[config.mk]
export PLATFORM = sky130hd
export DESIGN_NAME = robot_mode_supervisor_flat
export DESIGN_NICKNAME = d
export VERILOG_FILES = /design/src/rms_pkg.sv /design/src/rms_if.sv /design/src/rms_step.sv /design/src/robot_mode_supervisor.sv /design/src/flat_wrapper.sv
export SDC_FILE = /design/constraint.sdc
export NUM_CORES = 1
export LEC_CHECK = 0
export BUFFER_PORTS_ARGS = -buffer_cell sky130_fd_sc_hd__buf_4
export CAP_MARGIN = 20
export CORE_MARGIN = 4
export CORE_UTILIZATION = 43
export DETAILED_ROUTE_END_ITERATION = 8
export HOLD_SLACK_MARGIN = 0.12
export MAX_ROUTING_LAYER = met4
export PLACE_DENSITY = 0.69
export SYNTH_ARGS = -nofsm -noshare
export SYNTH_HDL_FRONTEND = slang
export SYNTH_SLANG_ARGS = --single-unit
[constraint.sdc]
create_clock -name clk -period 3.01 [get_ports clk]
set_clock_uncertainty 0.05 [all_clocks]
set_input_delay 0.1505 -clock clk [delete_from_list [all_inputs] [get_ports clk]]
set_output_delay 0.1505 -clock clk [all_outputs]
set_load 0.005 [all_outputs]
[src/rms_pkg.sv]
package rms_pkg;

	typedef enum logic [2:0] {
		MODE_BOOT    = 3'd0,
		MODE_BALANCE = 3'd1,
		MODE_SIT     = 3'd2,
		MODE_JUMP    = 3'd3,
		MODE_KPLACE  = 3'd4,
		MODE_KRUN    = 3'd5,
		MODE_CALIB   = 3'd6,
		MODE_STOP    = 3'd7
	} mode_t;

	typedef enum logic [3:0] {
		REQ_NONE         = 4'd0,
		REQ_STOP         = 4'd1,
		REQ_BOOT         = 4'd2,
		REQ_BOOT_CONFIRM = 4'd3,
		REQ_DONE         = 4'd4,
		REQ_RESET_BAL    = 4'd5,
		REQ_SIT          = 4'd6,
		REQ_CALIB        = 4'd7,
		REQ_JUMP_PLACE   = 4'd8,
		REQ_JUMP_FWD     = 4'd9,
		REQ_JUMP_BACK    = 4'd10,
		REQ_JUMP_LEFT    = 4'd11,
		REQ_JUMP_RIGHT   = 4'd12,
		REQ_KPLACE       = 4'd13,
		REQ_KRUN         = 4'd14
	} req_t;

	typedef struct packed {
		logic [3:0] operator_request;
		logic [3:0] action_report;
		logic       calibrate_flag;
		logic       batt_valid;
		logic       batt_low;
	} in_item_t;

	typedef struct packed {
		logic [2:0] mode;
		logic       mode_entered;
		logic [2:0] jump_direction;
		logic       exit_locked;
		logic       stop_forced;
	} out_item_t;

endpackage

[src/rms_if.sv]
interface rms_in_if;
	logic               valid;
	logic               ready;
	rms_pkg::in_item_t  data;

	modport source (output valid, output data, input ready);
	modport sink (input valid, input data, output ready);
endinterface

interface rms_out_if;
	logic               valid;
	logic               ready;
	rms_pkg::out_item_t data;

	modport source (output valid, output data, input ready);
	modport sink (input valid, input data, output ready);
endinterface

[src/rms_step.sv]
module rms_step (
	input  rms_pkg::in_item_t  item,
	input  rms_pkg::mode_t     cur_mode,
	input  logic               cur_lock,
	output rms_pkg::out_item_t result
);

	logic            lock_nxt;
	rms_pkg::mode_t  mode_nxt;
	logic            entered;
	logic [2:0]      jdir;
	logic            forced;
	rms_pkg::req_t   op;
	rms_pkg::req_t   r;
	logic [3:0]      jump_ofs;

	assign op = rms_pkg::req_t'(item.operator_request);
	assign jump_ofs = item.operator_request - 4'(rms_pkg::REQ_JUMP_PLACE);

	always_comb begin
		lock_nxt = cur_lock;
		if (item.batt_valid && !item.batt_low) begin
			lock_nxt = 1'b0;
		end else if ((cur_mode == rms_pkg::MODE_SIT || cur_mode == rms_pkg::MODE_CALIB) &&
				item.batt_valid && item.batt_low) begin
			lock_nxt = 1'b1;
		end
	end

	always_comb begin
		if (cur_mode == rms_pkg::MODE_BALANCE) begin
			r = item.calibrate_flag ? rms_pkg::REQ_CALIB : op;
		end else if (cur_mode == rms_pkg::MODE_STOP) begin
			r = op;
		end else begin
			r = rms_pkg::req_t'(item.action_report);
		end
	end

	always_comb begin
		mode_nxt = cur_mode;
		entered  = 1'b0;
		jdir     = 3'd0;
		forced   = 1'b0;
		if (cur_mode != rms_pkg::MODE_STOP && op == rms_pkg::REQ_STOP) begin
			mode_nxt = rms_pkg::MODE_STOP;
			entered  = 1'b1;
			forced   = 1'b1;
		end else if (r == rms_pkg::REQ_NONE) begin
			mode_nxt = cur_mode;
		end else if (cur_mode != rms_pkg::MODE_STOP && r == rms_pkg::REQ_STOP) begin
			mode_nxt = rms_pkg::MODE_STOP;
			entered  = 1'b1;
		end else begin
			case (cur_mode)
				rms_pkg::MODE_BOOT: begin
					if (r == rms_pkg::REQ_DONE) begin
						mode_nxt = rms_pkg::MODE_BALANCE;
						entered  = 1'b1;
					end
				end
				rms_pkg::MODE_BALANCE: begin
					case (r)
						rms_pkg::REQ_RESET_BAL: begin
							mode_nxt = rms_pkg::MODE_BALANCE;
							entered  = 1'b1;
						end
						rms_pkg::REQ_SIT: begin
							mode_nxt = rms_pkg::MODE_SIT;
							entered  = 1'b1;
						end
						rms_pkg::REQ_CALIB: begin
							mode_nxt = rms_pkg::MODE_CALIB;
							entered  = 1'b1;
						end
						rms_pkg::REQ_JUMP_PLACE, rms_pkg::REQ_JUMP_FWD,
						rms_pkg::REQ_JUMP_BACK, rms_pkg::REQ_JUMP_LEFT,
						rms_pkg::REQ_JUMP_RIGHT: begin
							mode_nxt = rms_pkg::MODE_JUMP;
							entered  = 1'b1;
							jdir     = jump_ofs[2:0];
						end
						rms_pkg::REQ_KPLACE: begin
							mode_nxt = rms_pkg::MODE_KPLACE;
							entered  = 1'b1;
						end
						rms_pkg::REQ_KRUN: begin
							mode_nxt = rms_pkg::MODE_KRUN;
							entered  = 1'b1;
						end
						default: begin
							mode_nxt = cur_mode;
						end
					endcase
				end
				rms_pkg::MODE_SIT: begin
					if (r == rms_pkg::REQ_CALIB) begin
						mode_nxt = rms_pkg::MODE_CALIB;
						entered  = 1'b1;
					end else if (r == rms_pkg::REQ_DONE && !lock_nxt) begin
						mode_nxt = rms_pkg::MODE_BALANCE;
						entered  = 1'b1;
					end
				end
				rms_pkg::MODE_CALIB: begin
					if (r == rms_pkg::REQ_DONE && !lock_nxt) begin
						mode_nxt = rms_pkg::MODE_BALANCE;
						entered  = 1'b1;
					end
				end
				rms_pkg::MODE_JUMP: begin
					if (r == rms_pkg::REQ_DONE) begin
						mode_nxt = rms_pkg::MODE_BALANCE;
						entered  = 1'b1;
					end
				end
				rms_pkg::MODE_KPLACE: begin
					if (r == rms_pkg::REQ_KRUN) begin
						mode_nxt = rms_pkg::MODE_KRUN;
						entered  = 1'b1;
					end else if (r == rms_pkg::REQ_DONE) begin
						mode_nxt = rms_pkg::MODE_BALANCE;
						entered  = 1'b1;
					end
				end
				rms_pkg::MODE_KRUN: begin
					if (r == rms_pkg::REQ_KPLACE) begin
						mode_nxt = rms_pkg::MODE_KPLACE;
						entered  = 1'b1;
					end else if (r == rms_pkg::REQ_DONE) begin
						mode_nxt = rms_pkg::MODE_BALANCE;
						entered  = 1'b1;
					end
				end
				default: begin
					if (r == rms_pkg::REQ_BOOT && !lock_nxt) begin
						mode_nxt = rms_pkg::MODE_BOOT;
						entered  = 1'b1;
					end
				end
			endcase
		end
	end

	always_comb begin
		result.mode           = mode_nxt;
		result.mode_entered   = entered;
		result.jump_direction = jdir;
		result.exit_locked    = lock_nxt;
		result.stop_forced    = forced;
	end

endmodule

[src/robot_mode_supervisor.sv]
// A beat accepted into the input register moves through the step into the result register,
// two register stages (input register, then result register) in total; a stall holds it.
// One beat per cycle while results are taken; the mode and lock registers update with each step.
// Reset (arst_n low, asynchronous): mode returns to boot, the exit lock clears,
// and both pipeline stages empty.
module robot_mode_supervisor (
	input  logic        clk,
	input  logic        arst_n,
	rms_in_if.sink      cmd,
	rms_out_if.source   res
);

	logic               valid_s1;
	rms_pkg::in_item_t  item_s1;
	logic               valid_s2;
	rms_pkg::out_item_t item_s2;
	rms_pkg::mode_t     mode_q;
	logic               lock_q;
	logic               adv;
	rms_pkg::out_item_t step_res;

	assign adv       = valid_s1 && (!valid_s2 || res.ready);
	assign cmd.ready = !valid_s1 || adv;
	assign res.valid = valid_s2;
	assign res.data  = item_s2;

	rms_step u_step (
		.item     (item_s1),
		.cur_mode (mode_q),
		.cur_lock (lock_q),
		.result   (step_res)
	);

	always_ff @(posedge clk or negedge arst_n) begin
		if (!arst_n) begin
			valid_s1 <= 1'b0;
			valid_s2 <= 1'b0;
			mode_q   <= rms_pkg::MODE_BOOT;
			lock_q   <= 1'b0;
		end else begin
			if (cmd.valid && cmd.ready) begin
				valid_s1 <= 1'b1;
			end else if (adv) begin
				valid_s1 <= 1'b0;
			end
			if (adv) begin
				valid_s2 <= 1'b1;
				mode_q   <= rms_pkg::mode_t'(step_res.mode);
				lock_q   <= step_res.exit_locked;
			end else if (res.ready) begin
				valid_s2 <= 1'b0;
			end
		end
	end

	always_ff @(posedge clk) begin
		if (cmd.valid && cmd.ready) begin
			item_s1 <= cmd.data;
		end
		if (adv) begin
			item_s2 <= step_res;
		end
	end

	assert property (@(posedge clk) disable iff (!arst_n)
		valid_s2 && item_s2.jump_direction != 3'd0 |->
		item_s2.mode == 3'(rms_pkg::MODE_JUMP) && item_s2.mode_entered)
	else $error("Jump direction set without entry to jump.");

	assert property (@(posedge clk) disable iff (!arst_n)
		valid_s2 && item_s2.stop_forced |->
		item_s2.mode == 3'(rms_pkg::MODE_STOP) && item_s2.mode_entered)
	else $error("Forced stop without entry to stop.");

	assert property (@(posedge clk) disable iff (!arst_n)
		!adv |=> $stable(mode_q) && $stable(lock_q))
	else $error("Supervisor state changed without a step.");

	assert property (@(posedge clk) disable iff (!arst_n)
		adv |=> lock_q == item_s2.exit_locked && mode_q == rms_pkg::mode_t'(item_s2.mode))
	else $error("Result does not match the stored state.");

endmodule
[src/flat_wrapper.sv]
// flat-port wrapper written by rule: the top's interface ports become plain ports
module robot_mode_supervisor_flat 
  (clk, arst_n, cmd_valid, cmd_data, cmd_ready, res_valid, res_data, res_ready);
  rms_in_if cmd_i ();
  rms_out_if res_i ();
  input  logic clk;
  input  logic arst_n;
  input wire logic [$bits(cmd_i.valid)-1:0] cmd_valid;
  input wire logic [$bits(cmd_i.data)-1:0] cmd_data;
  output wire logic [$bits(cmd_i.ready)-1:0] cmd_ready;
  output wire logic [$bits(res_i.valid)-1:0] res_valid;
  output wire logic [$bits(res_i.data)-1:0] res_data;
  input wire logic [$bits(res_i.ready)-1:0] res_ready;
  assign cmd_i.valid = cmd_valid;
  assign cmd_i.data = cmd_data;
  assign cmd_ready = cmd_i.ready;
  assign res_valid = res_i.valid;
  assign res_data = res_i.data;
  assign res_i.ready = res_ready;
  robot_mode_supervisor u_core (.clk(clk), .arst_n(arst_n), .cmd(cmd_i), .res(res_i));
endmodule
==> results_dict.tcl, run 1 <==
set metrics [dict create \
    place_ws_ns 0.398 \
    whs_ns 0.164 \
    peakVddDrop_mv 0.387 \
    ios 26 \
    drive_gt1_share_pct 25.6 \
    max_stage_delay_ns 0.77 \
    synth_nets 181 \
    syn_area_sq_um 1760 \
    cts_num_sinks 26 \
    finalSetupTns_ns 0 \
    fillers 311 \
    dieWidth_microns 72.0 \
    finalPower_mw 1.87 \
    cp_max_fo 24 \
    grt_pass1_wl_microns 6980 \
    p_leak_nw 0.824 \
    synth_edf_count 20 \
    grt_setup_unrepaired "no" \
    vias 1524 \
    multiInputGateArea_sq_um 920 \
    period_share_pct 88.7 \
    path_cells "nand2_1 > o221a_4 > a211oi_4 > a41oi_1 > nor3_1 > nand2_1" \
    clockRootBuffer "clkbuf_8" \
    rows 22 \
    seqCellArea_sq_um 751 \
    ys.flop_type "edfxtp_1" \
    maxCapViolations 0 \
    antenna_cells 0 \
    cts.clk_slew.worst_paths_ns 0.09 \
    slew_headroom_pct 56.1 \
    ys_async_sr_fraction_pct 23.1 \
    hp-class "in2async" \
    arrival_ns 2.64 \
    start_util_pct 46.3 \
    grt_pass1_vias 1424 \
    tightest_slew_ns 0.659 \
    cp_data_required_time_ns 2.98 \
    placed_cell_area_sq_um 1960 \
    end_kind "register" \
    synth_top_area_cell "edfxtp_1" \
    post_cts_buffers 0 \
    place_congestion 0.939 \
    ys_ff_latch 26 \
    ys_seq_area_share_pct 42.7 \
    yosys.area.top_type_share_pct 34.1 \
    drt-wirelength-per-cell_microns 16.6 \
    clk_path_buf_depth 2 \
    portBuffers 25 \
    period_minus_slack_ns 2.67 \
    r2r_cells 6 \
    cts_made_buffers 3 \
    postRouteAntennaNets 0 \
    dp_hpwl_microns 3170 \
    startpoint_type "register" \
    run_status "complete, no violations" \
    final_max_slew_viol_count 0 \
    ys_types 65 \
    fin_cells 251 \
    finalHoldViolCount 0 \
    grt_max_degree 25 \
    viasPerCell 6.07 \
    drc 0 \
    clock_latency_ns 0.27 \
    crit_top_cell "nand2_1" \
    grt_usage_pct 17.3 \
    dp.cells 233 \
    slowest_stage "dfrtp_1" \
    area_growth_syn_to_layout_pct 23.2 \
    core_area_sq_um 3800 \
    synth.avg_cell_area_sq_um 10.6 \
    grt_overflow 0 \
    drt_iter0_markers 130 \
    p_per_area_nw_per_um2 864 \
    fmax_mhz 375 \
    cts_tree "built" \
    fin_area_sq_um 2170 \
    nets 219 \
    synth_top_cells_by_count "20 x edfxtp_1, 12 x nor2_1, 10 x nand2_1, 7 x nand2b_1" \
    htree_levels 1 \
    antenna_found_initial 0 \
    die_y_microns 72.0 \
    synthTopCellsByArea "edfxtp_1 34%, dfrtp_1 8.5%, nor2_1 2.6%, nand2b_1 2.5%, nand2_1 2.1%" \
    die_area_sq_um 5180 \
    utilization_pct 57.0 \
    setup_viol 0 \
    wl_microns 4180 \
    yosysMostFrequentCell "edfxtp_1" \
    netlist_instances 166 \
    fin_ws_ns 0.341 \
    crit_type "reg2reg" \
    synth-warning-count 0 \
    drt_pass1_iterations 5 \
]
-- state kept, by name, indices dropped and copies added (netlist names) --
register,cells
u_core.item_s1,11
u_core.res.data,9
u_core.mode_q,3
u_core.lock_q,1
u_core.res.valid,1
u_core.valid_s1,1
-- cell type report --
| class | count | area share (%) |
|---|---|---|
| inverters | 6 | 1.04 |
| clock inverters | 1 | 1.39 |
| well taps | 48 | 2.77 |
| repair buffers | 41 | 15.8 |
| flip-flops and latches | 26 | 34.6 |
| multi-input cells | 126 | 42.4 |
| clock buffers | 3 | 1.91 |
-- per-layer routing --
layer	global-route usage, %	wire [microns]	up-vias
met3	3.19	339	6
met4	3.76	42	0
met1	22.3	1730	701
met5	-	0	-
met2	28.6	2060	85
li1	-	-	732
-- critical path, delay by kind of cell, from the launching register on --
kind | cells | cell delay (ns)
AOI/OAI and AO/OA | 3 | 0.97
and+or+nand+nor | 3 | 0.62
DFF | 1 | 0.77
-- path summary, 6_finish.rpt --
path / startpoint / endpoint / slack [ns]
min in group clk: u_core.valid_s1$_DFFE_PN0P_ / u_core.res.valid$_DFFE_PN0P_ / 0.45
worst max register to register: u_core.mode_q[1]$_DFFE_PN0P_ / u_core.res.data[8]$_DFFE_PP_ / 0.34
worst min-delay path: arst_n / u_core.lock_q$_DFFE_PN0P_ / 0.16
worst min register to register: u_core.valid_s1$_DFFE_PN0P_ / u_core.res.valid$_DFFE_PN0P_ / 0.45
worst max-delay path: u_core.mode_q[1]$_DFFE_PN0P_ / u_core.res.data[8]$_DFFE_PP_ / 0.34
max in group asynchronous: arst_n / u_core.mode_q[2]$_DFFE_PN0P_ / 2.63
-- where the power goes --
| part | switching, mW | internal [mW] |
|---|---|---|
| logic | 0.590 | 0.425 |
| clock network | 0.106 | 0.178 |
| registers | 0.0982 | 0.476 |
| total | 0.794 | 1.08 |
-- timing repair --
item / CTS / global route
hold buffers: 14 / 0
gates resized for setup: 0 / 0
hold endpoints to repair: 19 / 0
-- placed cells by master (no fill, tap or decap), drive strengths merged, types with 4 or more instances in the layout --
| cell type | count |
|---|---|
| or2b | 4 |
| dfrtp | 6 |
| a31oi | 5 |
| nor2 | 12 |
| inv | 6 |
| nand3 | 5 |
| o211ai | 4 |
| buf | 27 |
| nand2 | 11 |
| a21oi | 6 |
| nor4 | 4 |
| edfxtp | 20 |
| dlygate4sd3 | 14 |
| nand2b | 7 |
| nor2b | 6 |
-- kinds of logic (layout without fill, tap and decap cells) --
logic type             Yosys count  after routing  synth area share [%]
muxes                            1              1                 0.640
and+or+nand+nor                 74             74                  26.5
AOI/OAI and AO/OA               51             51                  25.2
DFF                             26             26                  42.7
buffers and inverters           14             51                  5.05
(Power assumes the default switching activity.)
==> run 2, diff against run 1 <==
CAP_MARGIN = 5   (was 20)
CORE_MARGIN = 2   (was 4)
SKIP_LAST_GASP = 1   (was unset)
==> results_dict.tcl, run 2 (synthesis gave the netlist of run 1 again) <==
set metrics [dict create \
    final_common_cell "buf_4" \
    area_growth_syn_to_layout_pct 23.3 \
    p_leak_nw 0.824 \
    p_per_area_nw_per_um2 870 \
    period_share_pct 90.5 \
    cts.clk_slew.worst_paths_ns 0.10 \
    critPathCapture "u_core.res.data[7]$_DFFE_PP_" \
    largest_register_ffs 11 \
    die_area_sq_um 4620 \
    antenna_found_initial 0 \
    fmax_mhz 367 \
    post_cts_buffers 0 \
    hp-class "in2async" \
    die_y_microns 68.0 \
    tightest_slew_ns 0.666 \
    place_congestion 0.940 \
    place_ws_ns 0.350 \
    nets 219 \
    dieWidth_microns 68.0 \
    grt_max_degree 25 \
    fin_area_sq_um 2170 \
    cts_made_buffers 3 \
    fillers 350 \
    regMostFlops "u_core.item_s1" \
    cts_num_sinks 26 \
    grt_pass1_wl_microns 6830 \
    end_kind "register" \
    grt_usage_pct 20.2 \
    drt_pass1_iterations 4 \
    portBuffers 25 \
    maxCapViolations 0 \
    cts_resized 0 \
    placed_cell_area_sq_um 1960 \
    finalSetupTns_ns 0 \
    startpoint "u_core.mode_q[2]$_DFFE_PN0P_" \
    slew_headroom_pct 55.6 \
    startpoint_type "register" \
    setup_viol 0 \
    start_util_pct 44.3 \
    final_max_slew_viol_count 0 \
    rows 23 \
    drc 0 \
    ios 26 \
    drive_gt1_share_pct 25.6 \
    run_status "complete, no violations" \
    period_minus_slack_ns 2.72 \
    viasPerCell 6.15 \
    rr_startpoint "u_core.mode_q[2]$_DFFE_PN0P_" \
    finalHoldViolCount 0 \
    cts_tree "built" \
    core_area_sq_um 3970 \
    antenna_cells 0 \
    cp_max_fo 17 \
    cp_data_required_time_ns 3.00 \
    clock_latency_ns 0.28 \
    clockRootBuffer "clkbuf_8" \
    whs_ns 0.151 \
    arrival_ns 2.71 \
    grt_pass1_vias 1450 \
    vias 1557 \
    htree_levels 1 \
    r2r_slack_ns 0.29 \
    fin_ws_ns 0.286 \
    grt_setup_unrepaired "no" \
    grt_overflow 0 \
    drt_iter0_markers 104 \
    dp_hpwl_microns 3090 \
    mostFrequentLayoutCells "27 x buf_4, 20 x edfxtp_1, 14 x dlygate4sd3_1, 12 x nor2_1, 10 x nand2_1" \
    utilization_pct 54.6 \
    peakVddDrop_mv 0.596 \
    clk_path_buf_depth 2 \
    wl_microns 4210 \
    crit_type "reg2reg" \
    r2r_end "u_core.res.data[7]$_DFFE_PP_" \
    postRouteAntennaNets 0 \
    drt-wirelength-per-cell_microns 16.7 \
    r2r_cells 6 \
    hold_buffers 14 \
]
==> run 2: cell counts in the layout (fill, tap and decap cells not counted) <==
No cell type changed its count.
==> run 2: worst max-delay path: stages, from the launching register on <==
cell      delay (ns)
dfrtp_1         0.73
or2b_1          0.34
o221a_4         0.33
a211oi_4        0.47
nand3_1         0.15
a221oi_2        0.29
nand2_1         0.11
==> run 2: where the power goes <==
part,switching [mW],leakage [nW],internal (mW),total (mW)
logic,0.584,0.530,0.425,1.01
clock network,0.115,0.0357,0.178,0.293
registers,0.108,0.259,0.475,0.584
total,0.808,0.824,1.08,1.89
==> run 2: layer usage <==
metal	wire length (microns)	track usage (%)	vias to the layer above	part of all wire (%)
met3	299	3.13	24	7.1
met2	2020	32.9	79	48
li1	-	-	730	-
met4	162	6.25	0	3.8
met1	1730	25.9	724	41
met5	0	-	-	0
==> run 2: final cells by class <==
class / count / area, sq um / area share, %
timing repair buffer: 41 / 343 / 15.8
clock buffer: 3 / 41.3 / 1.90
multi-input combinational: 126 / 920 / 42.4
clock inverter: 1 / 30.0 / 1.38
sequential: 26 / 751 / 34.6
tap: 50 / 62.6 / 2.88
inverter: 6 / 22.5 / 1.04
==> run 2: stage by stage <==
| stage | instances | total power, mW |
|---|---|---|
| 2_1_floorplan | 166 | 1.35 |
| 3_3_place_gp | 235 | 1.55 |
| 3_5_place_dp | 235 | 1.56 |
| 4_1_cts | 253 | 1.86 |
| 5_1_grt | 253 | 2.00 |
| 6_report | 253 | 1.89 |
==> run 2: how the worst min path moves through the flow <==
stage	slack, ns	to	startpoint
floorplan	-0.20	u_core.lock_q$_DFFE_PN0P_	arst_n
global placement	-0.09	u_core.lock_q$_DFFE_PN0P_	arst_n
detailed placement	-0.09	u_core.mode_q[2]$_DFFE_PN0P_	arst_n
CTS	0.16	u_core.mode_q[2]$_DFFE_PN0P_	arst_n
global route	0.16	u_core.mode_q[2]$_DFFE_PN0P_	arst_n
finish	0.15	u_core.mode_q[0]$_DFFE_PN0P_	arst_n
